### config.mk
export PLATFORM = sky130hd
export DESIGN_NAME = base32_stream_encoder_top
export DESIGN_NICKNAME = d
export VERILOG_FILES = /design/src/b32e_pkg.sv /design/src/b32e_front.sv /design/src/b32e_queue.sv /design/src/b32e_back.sv /design/src/base32_stream_encoder_top.sv
export SDC_FILE = /design/constraint.sdc
export NUM_CORES = 1
export LEC_CHECK = 0
export BUFFER_PORTS_ARGS = -buffer_cell sky130_fd_sc_hd__buf_2
export CORE_MARGIN = 2
export CORE_UTILIZATION = 62
export DETAILED_ROUTE_END_ITERATION = 10
export GPL_TIMING_DRIVEN = 0
export PLACE_DENSITY = 0.81
export SLEW_MARGIN = 10
export SYNTH_ARGS = -nofsm -noshare
export SYNTH_HDL_FRONTEND = slang
export SYNTH_SLANG_ARGS = --single-unit
### constraint.sdc
create_clock -name i_clk -period 4.83 [get_ports i_clk]
set_clock_uncertainty 0.05 [all_clocks]
set_input_delay 0.2415 -clock i_clk [delete_from_list [all_inputs] [get_ports i_clk]]
set_output_delay 0.2415 -clock i_clk [all_outputs]
set_load 0.005 [all_outputs]
### src/b32e_pkg.sv
// b32e_pkg: shared types, constants and functions of the base32 stream encoder
// no dependencies; used by every module of the encoder
package b32e_pkg;

    localparam logic [7:0] PadChar    = 8'h3D;
    localparam int         QueueDepth = 2;

    typedef struct packed {
        logic [7:0] data_byte;
        logic       final_byte;
    } t_in;

    typedef struct packed {
        logic [7:0] out_char;
        logic       end_of_text;
    } t_out;

    // one byte's worth of output: symbol indexes, then padding
    typedef struct packed {
        logic [2:0][4:0] syms;
        logic [1:0]      nsym;
        logic [2:0]      npad;
        logic            last;
    } t_job;

    function automatic logic [7:0] symbol_char(input logic [4:0] idx);
        logic [7:0] ch;
        if (idx < 5'd26) begin
            ch = 8'h41 + {3'b000, idx};
        end else begin
            ch = 8'h32 + {3'b000, idx} - 8'd26;
        end
        return ch;
    endfunction

    // padding after the last byte, by bytes already taken in the group
    function automatic logic [2:0] pad_count(input logic [2:0] pos);
        logic [2:0] p;
        unique case (pos)
            3'd0:    p = 3'd6;
            3'd1:    p = 3'd4;
            3'd2:    p = 3'd3;
            3'd3:    p = 3'd1;
            default: p = 3'd0;
        endcase
        return p;
    endfunction

endpackage

### src/b32e_front.sv
// b32e_front: accepts message bytes, keeps the residue and group position,
// and turns each byte into a job for the back end; uses b32e_pkg
module b32e_front (
    input  logic           i_clk,
    input  logic           i_rst_n,
    input  logic           i_accept,
    input  b32e_pkg::t_in  i_data,
    output b32e_pkg::t_job o_job
);

    logic [3:0] r_res_bits;
    logic [2:0] r_res_cnt;
    logic [2:0] r_grp_pos;
    logic [3:0] n_res_bits;
    logic [2:0] n_res_cnt;
    logic [2:0] n_grp_pos;

    always_comb begin
        logic [2:0]  cnt;
        logic [2:0]  pos;
        logic [11:0] acc;
        logic [3:0]  bits;
        logic [2:0]  rem;
        logic [11:0] masked;
        logic [4:0]  tail;
        cnt    = (r_res_cnt > 3'd4) ? 3'd4 : r_res_cnt;
        pos    = (r_grp_pos > 3'd4) ? 3'd4 : r_grp_pos;
        acc    = {r_res_bits, i_data.data_byte};
        bits   = {1'b0, cnt} + 4'd8;
        o_job  = '0;
        o_job.syms[0] = 5'(acc >> (bits - 4'd5));
        if (bits >= 4'd10) begin
            o_job.syms[1] = 5'(acc >> (bits - 4'd10));
            o_job.nsym    = 2'd2;
            rem           = 3'(bits - 4'd10);
        end else begin
            o_job.nsym    = 2'd1;
            rem           = 3'(bits - 4'd5);
        end
        masked = acc & ((12'd1 << rem) - 12'd1);
        tail   = 5'(masked << (3'd5 - rem));
        o_job.last = i_data.final_byte;
        n_res_bits = masked[3:0];
        n_res_cnt  = rem;
        n_grp_pos  = (pos == 3'd4) ? 3'd0 : pos + 3'd1;
        if (i_data.final_byte) begin
            if (rem != 3'd0) begin
                o_job.syms[o_job.nsym] = tail;
                o_job.nsym             = o_job.nsym + 2'd1;
            end
            o_job.npad = b32e_pkg::pad_count(pos);
            n_res_bits = '0;
            n_res_cnt  = '0;
            n_grp_pos  = '0;
        end
    end

    always_ff @(posedge i_clk) begin
        if (!i_rst_n) begin
            r_res_bits <= '0;
            r_res_cnt  <= '0;
            r_grp_pos  <= '0;
        end else if (i_accept) begin
            r_res_bits <= n_res_bits;
            r_res_cnt  <= n_res_cnt;
            r_grp_pos  <= n_grp_pos;
        end
    end

endmodule

### src/b32e_queue.sv
// b32e_queue: two-entry job queue between front and back end
// uses b32e_pkg for the job type and depth
module b32e_queue (
    input  logic           i_clk,
    input  logic           i_rst_n,
    input  logic           i_push,
    input  b32e_pkg::t_job i_job,
    input  logic           i_pop,
    output logic           o_full,
    output logic           o_empty,
    output b32e_pkg::t_job o_job
);

    localparam int AddrW = $clog2(b32e_pkg::QueueDepth);

    b32e_pkg::t_job r_mem [b32e_pkg::QueueDepth];
    logic [AddrW-1:0] r_wp;
    logic [AddrW-1:0] r_rp;
    logic [AddrW:0]   r_cnt;

    assign o_full  = (r_cnt == (AddrW + 1)'(b32e_pkg::QueueDepth));
    assign o_empty = (r_cnt == '0);
    assign o_job   = r_mem[r_rp];

    always_ff @(posedge i_clk) begin
        if (i_push) begin
            r_mem[r_wp] <= i_job;
        end
    end

    always_ff @(posedge i_clk) begin
        if (!i_rst_n) begin
            r_wp  <= '0;
            r_rp  <= '0;
            r_cnt <= '0;
        end else begin
            if (i_push) begin
                r_wp <= r_wp + 1'b1;
            end
            if (i_pop) begin
                r_rp <= r_rp + 1'b1;
            end
            r_cnt <= r_cnt + (AddrW + 1)'(i_push) - (AddrW + 1)'(i_pop);
        end
    end

endmodule

### src/b32e_back.sv
// b32e_back: sequencer that sends one character per cycle from each job while the receiver is ready
// uses b32e_pkg for the job and output types and the alphabet
module b32e_back (
    input  logic           i_clk,
    input  logic           i_rst_n,
    input  logic           i_q_empty,
    input  b32e_pkg::t_job i_q_job,
    output logic           o_q_pop,
    output logic           o_valid,
    input  logic           i_ready,
    output b32e_pkg::t_out o_data
);

    b32e_pkg::t_job r_job;
    logic           r_busy;
    logic [2:0]     r_idx;
    logic [3:0]     total;
    logic           at_end;
    logic           done;

    assign total   = {2'b00, r_job.nsym} + {1'b0, r_job.npad};
    assign at_end  = ({1'b0, r_idx} == total - 4'd1);
    assign done    = r_busy && i_ready && at_end;
    assign o_q_pop = !i_q_empty && (!r_busy || done);
    assign o_valid = r_busy;

    always_comb begin
        if (r_idx < {1'b0, r_job.nsym}) begin
            o_data.out_char = b32e_pkg::symbol_char(r_job.syms[r_idx[1:0]]);
        end else begin
            o_data.out_char = b32e_pkg::PadChar;
        end
        o_data.end_of_text = r_job.last && at_end;
    end

    always_ff @(posedge i_clk) begin
        if (o_q_pop) begin
            r_job <= i_q_job;
        end
    end

    always_ff @(posedge i_clk) begin
        if (!i_rst_n) begin
            r_busy <= 1'b0;
            r_idx  <= '0;
        end else if (o_q_pop) begin
            r_busy <= 1'b1;
            r_idx  <= '0;
        end else if (done) begin
            r_busy <= 1'b0;
        end else if (r_busy && i_ready) begin
            r_idx <= r_idx + 3'd1;
        end
    end

endmodule

### src/base32_stream_encoder_top.sv
// base32_stream_encoder_top: base32 text encoder, one byte in, one character out
// instantiates b32e_front, b32e_queue and b32e_back; uses b32e_pkg
// Each byte becomes one or two characters (three with the tail symbol on the
// last byte) plus up to six '=' pads on the last byte; the back end sends one
// character per cycle while the receiver is ready. A byte is taken in the cycle
// it arrives while the two-entry job queue has room, and end_of_text marks the
// last character of each message.
module base32_stream_encoder_top (
    input  logic           i_clk,
    input  logic           i_rst_n,
    input  logic           i_in_valid,
    output logic           o_in_ready,
    input  b32e_pkg::t_in  i_in_data,
    output logic           o_out_valid,
    input  logic           i_out_ready,
    output b32e_pkg::t_out o_out_data
);

    b32e_pkg::t_job front_job;
    b32e_pkg::t_job q_job;
    logic           q_full;
    logic           q_empty;
    logic           q_pop;
    logic           in_accept;

    assign o_in_ready = !q_full;
    assign in_accept  = i_in_valid && !q_full;

    b32e_front u_front (
        .i_clk    (i_clk),
        .i_rst_n  (i_rst_n),
        .i_accept (in_accept),
        .i_data   (i_in_data),
        .o_job    (front_job)
    );

    b32e_queue u_queue (
        .i_clk   (i_clk),
        .i_rst_n (i_rst_n),
        .i_push  (in_accept),
        .i_job   (front_job),
        .i_pop   (q_pop),
        .o_full  (q_full),
        .o_empty (q_empty),
        .o_job   (q_job)
    );

    b32e_back u_back (
        .i_clk     (i_clk),
        .i_rst_n   (i_rst_n),
        .i_q_empty (q_empty),
        .i_q_job   (q_job),
        .o_q_pop   (q_pop),
        .o_valid   (o_out_valid),
        .i_ready   (i_out_ready),
        .o_data    (o_out_data)
    );

endmodule

[Word-level counts from Yosys, hierarchy flattened]
Memories as Yosys holds them, arrays and structs flattened. A register that Yosys moved wholly into a read port is not among the register bits.
Index checks and enable logic that the tools add are counted.
W data, S select, Z words.
Word-level totals
  logic and storage cells: 86
  bits of input ports: 13
  memories: 1
  memory bits (writable): 42
  register bits: 18
  output and inout bits: 11
Memory list
  u_queue.r_mem: words 2, bits a word 21, read ports 1, clocked after memory_dff 1, wr ports 1, RTL line b32e_queue.sv:16  | b32e_pkg::t_job r_mem [b32e_pkg::QueueDepth];
Cells by class
  order comparisons: 8
  add/subtract/negate cells: 17
  reduce and logical (&&, ||, !) cells: 16
  mux-type cells: 23
  shifts and indexed selects: 4
  eq/ne operators: 6
  bitwise logic cells: 3
Operators with widths (count)
  $shr A12 B4 Y5: 2
  $mux W20: 1
  $mux W3: 6
  $mux W17: 1
  $mux W8: 2
  $bwmux W15: 1
  $mux W5: 3
  $and A12 B12 Y12: 1
  $pmux W3 S4: 1
  $shl A1 B3 Y12 const A: 1
  $shl A12 B3 Y5: 1
  $sub A12 B1 Y12 const B: 1
  $bmux W5 S2: 1
  $demux W5 S2: 1
  $add A7 B5 Y8 const A: 1
  $sub A8 B5 Y8 const B: 1
  $add A6 B5 Y7 const A: 1
  $add A3 B1 Y3 const B: 2
  $eq A3 B2 Y1 const B: 2
  $gt A3 B3 Y1 const B: 2
  $logic_and A1 B1 Y1: 6
  $lt A2 B3 Y1 const B: 2
  $lt A5 B5 Y1 const B: 1
  $add A2 B3 Y4: 1
  other kinds (28): 35

[Depth between registers and ports, before layout]
  depth after elaboration: 12
  mapped depth: 15
  gate-level depth less buffers: 15

[Modules after synthesis]
Synthesis repeated with hierarchy kept, for this count alone.
Second synthesis, totals
  cells, all modules: 428
  area total of the unflattened synthesis: 4790.8 um2
Modules (own cells, without submodules)
  b32e_queue: area an instance 1745.4 um2, times used 1, cells each 86
  b32e_front: area an instance 1739.2 um2, times used 1, cells each 237
  b32e_back: area an instance 1296.2 um2, times used 1, cells each 103
  base32_stream_encoder_top: area an instance 10.0 um2, times used 1, cells each 2

[Least setup slack after synthesis]
No wires, ideal clock.
  kind: register -> register
  from: register u_back.r_job[5] (netlist name)
  to: register u_queue.r_cnt[1]
  period minus slack after synthesis: 3.880 ns
  path slack: 0.950 ns
  stages on the path, launching flop included: 16
  path buffers: 0
  data arrival time: 3.703 ns
  cell sequence: edfxtp_1 -> inv_1 -> ha_1 -> inv_1 -> ha_1 -> fa_1 -> xor2_1 -> nor4_1 -> a21boi_1 -> nor2_1 -> ha_1 -> inv_1 -> ha_1 -> xor2_1 -> xnor2_1 -> nor2_1
Between the ends
  longest elaborated chain between the ends: 7
Ends and longest elaborated chain
  $add A2 B3 Y4: RTL line b32e_back.sv:21  | assign total = {2'b00, r_job.nsym} + {1'b0, r_job.npad};
  $sub A4 B1 Y4: RTL line b32e_back.sv:22  | assign at_end = ({1'b0, r_idx} == total - 4'd1);
  $eq A3 B4 Y1: RTL line b32e_back.sv:22
  $logic_and A1 B1 Y1: RTL line b32e_back.sv:23  | assign done = r_busy && i_ready && at_end;
  $logic_or A1 B1 Y1: RTL line b32e_back.sv:24  | assign o_q_pop = !i_q_empty && (!r_busy || done);
  $logic_and A1 B1 Y1: RTL line b32e_back.sv:24
  via q_pop: RTL line base32_stream_encoder_top.sv:23  | logic q_pop;
  $sub A2 B1 Y2: RTL line b32e_queue.sv:43  | r_cnt <= r_cnt + (AddrW + 1)'(i_push) - (AddrW + 1)'(i_pop);
  end signal, assigned: RTL line b32e_queue.sv:43
  end, declared: RTL line b32e_queue.sv:19  | logic [AddrW:0] r_cnt;
The timed path passes the listed nets, and every way through them passes these cells.
A chain may end at the register's enable or synchronous reset.

==> results.md <==
- CP endpoint kind: flop
- Cells after Synth: 416
- P_leak: 0.001992 uW
- Total iterations of the first detailed-routing run: 4
- Hold_buf cts: 0
- Slew margin rel.: 58.53%
- Critical Path AT: 3.33 ns
- Residual DRC: 0
- PortBufs: 22
- Routed wire per std cell: 16.24 um
- Layout cells sized above 1: 19.48%
- Fraction of registers with async set/reset: 0%
- Number of buffers and inverters on the critical path: 4
- Ports: 24
- Fin crit share: 69.38%
- CP max FO: 10
- R2R Setup Slk: 1.48 ns
- Final nets: 491
- Cts repair resizes: 0
- Crit-path cells: buf_6, nor2b_1, clkbuf_1, inv_1, ha_1, clkbuf_1, nand4b_1, a21oi_1, nor2b_1, a221oi_1, a21oi_1
- Max Root-Sink Buffers: 2
- Largest net degree at the start of global routing: 19
- Most used DFF post-synth: edfxtp_1
- H-tree Lvls: 3
- Crit path largest cell delay: 0.45 ns
- Hold wc startpoint: i_in_data[0]
- Finished Cell Area: 5139 sq um
- HPWL after DPL: 6723 um
- Initial Utilization: 64.05%
- Syn avg cell area: 11.17 sq um
- Delay-heaviest family, CP: buffers and inverters
- Post-route ant nets: 0
- Post-synth EDFFs: 63
- Post-Syn Area: 4646 sq um
- Fmax: 0.2984 GHz
- Die span in y: 90.56 um
- Slew @ Worst Pin: 0.6221 ns
- Register bit total from synthesis: 81
- Gr usage total: 23.67%
- Critical-path top delay cell: clkbuf_1
- FP Rows: 31
- Initial antenna violation count: 0
- Status: complete, no violations
- GP Congestion: 0.9311
- Worst VDD drop: 0.2240 mV
- Setup Viol. Count Final: 0
- Die area: 8201 sq um
- Max-slew violations: 0
- Pwr dens: 517.8 nW/um^2
- Register area share after synthesis: 48.48%
- Worst hold path depth: 1
- Fin cells: 561
- Vias per Instance: 5.752
- RSZ-0062 raised after global routing: false
- Worst Hold Class: input pin to flop
- Placed cells: 545
- GR Overflow Total: 0
- WHS Endpoint: u_queue.r_mem[1][0]
- CP Data Required Time: 4.81 ns
- Critical R2R Capture: u_queue.r_mem[1][13]
- First-pass GRT wire length: 15480 um
- Vias in the first global route: 3202
- CTS tree: yes
- CTS Root Cell: clkbuf_8
- Reg2Reg Depth: 11
- Number of max-cap violations: 0
- WL final: 9112 um
- Dpl cell area: 4951 sq um
- Post-CTS setup buffers: 0
- Total CTS buffers: 9
- Total negative slack: 0 ns
- Diode count: 0
- Die width: 90.56 um
- Clock transition at path regs: 0.09 ns
- Ys Warns: 0
- CP Class: flop to flop
- Crit start category: flop
- DR vias: 3227
- Final hold violations: 0
- Unique masters post-synth: 60
- Core footprint: 7253 sq um
- Initial DRC Count: 208
- Worst skew pair latency: 0.33 ns
- Synthesis-to-layout area growth: 10.61%
- R2r startpoint: u_front.r_res_cnt[2]
- CTS sink count: 81
- Minimum clock period: 3.351 ns
[how the worst max path moves through the flow]
stage | from | to | cells past startpoint
after detailed placement | u_back.r_job[5] | u_queue.r_cnt[1] | 15
after floorplan | u_back.r_job[5] | u_queue.r_cnt[1] | 15
after CTS | u_back.r_job[2] | u_queue.r_cnt[1] | 15
after global placement | u_back.r_job[5] | u_queue.r_cnt[1] | 15
after global routing | u_back.r_job[2] | u_queue.r_cnt[1] | 15
final | u_front.r_res_cnt[2] | u_queue.r_mem[1][13] | 11
[where the power goes]
group          internal, uW  leakage [uW]  total, uW  switching (uW)
registers               978      0.000743       1040            62.6
clock network           239     0.0000933        463             225
logic                   515       0.00116       1160             642
total                  1730       0.00199       2660             929
[through the flow]
stage / utilization, % / hold slack [ns] / setup WS, ns / power [uW]
global placement: 67.53 / 0.4360 / 0.4883 / 2129
finish: 70.85 / 0.1520 / 1.479 / 2661
CTS: 70.85 / 0.1240 / 1.461 / 2666
global route: 70.85 / 0.1315 / 1.237 / 2849
detailed placement: 68.26 / 0.4384 / 1.483 / 2206
floorplan: - / 0.2904 / 0.9496 / 1893
[cell usage in the layout, fill, tap and decap left out, drive strengths merged, types with 6 or more instances in the layout]
cell type / Yosys / final
a21oi: 23 / 23
buf: 15 / 40
clkbuf: 8 / 19
conb: 1 / 6
dfxtp: 18 / 18
edfxtp: 63 / 63
ha: 20 / 20
inv: 27 / 27
mux2: 23 / 23
mux2i: 26 / 26
mux4: 6 / 6
nand2: 27 / 27
nand2b: 12 / 12
nand3: 9 / 9
nor2: 37 / 37
o21ai: 14 / 14
xnor2: 8 / 8
xor2: 6 / 6
[cells in the mapped netlist, types with 7 or more instances]
library cell   n  area, sq um
edfxtp_1      63         1892
nor2_1        37        138.9
nand2_1       27        101.4
mux2i_1       25        250.2
inv_1         24        90.09
mux2_2        23        259.0
a21oi_1       22        110.1
ha_1          20        250.2
dfxtp_1       18        360.4
nand2b_1      11        68.82
o21ai_0       11        55.05
nand3_1        9        45.04
clkbuf_1       8        30.03
xnor2_1        8        70.07
buf_2          7        35.03
[metal layers]
| layer | vias up | GRT usage (%) | wire length [um] |
|---|---|---|---|
| met4 | 0 | 8.846 | 206 |
| li1 | 1591 | - | - |
| met3 | 15 | 3.506 | 281 |
| met5 | - | 0 | 0 |
| met1 | 1546 | 30.10 | 4068 |
| met2 | 75 | 41.04 | 4556 |
[cell families (layout without fill, tap and decap cells)]
group,count (synthesis),count (layout),share of synthesized area (%)
AO/OA/AOI/OAI,79,79,11.20
adder cells (fa/ha/maj),21,21,5.817
XOR/XNOR,14,14,2.639
multiplexers,55,55,14.35
AND/OR/NAND/NOR,115,115,12.28
other,1,6,0.08072
buffers and inverters,50,91,5.144
flip-flops,81,81,48.48
[sequential cells by signal, summed over array words and instances (netlist names), 2 cells and up]
signal and flops:
u_queue.r_mem 42, u_back.r_job 21, u_front.r_res_bits 4, u_back.r_idx 3, u_front.r_grp_pos 3, u_front.r_res_cnt 3
u_queue.r_cnt 2
[final cells by class]
class	count	area, sq um
clock buffer	11	131.4
fill	514	2115
multi-input combinational	290	2181
tap	99	123.9
buffer	23	132.6
sequential	81	2252
timing repair buffer	25	155.1
inverter	27	106.4
clock inverter	5	56.30
(Power assumes the default switching activity.)
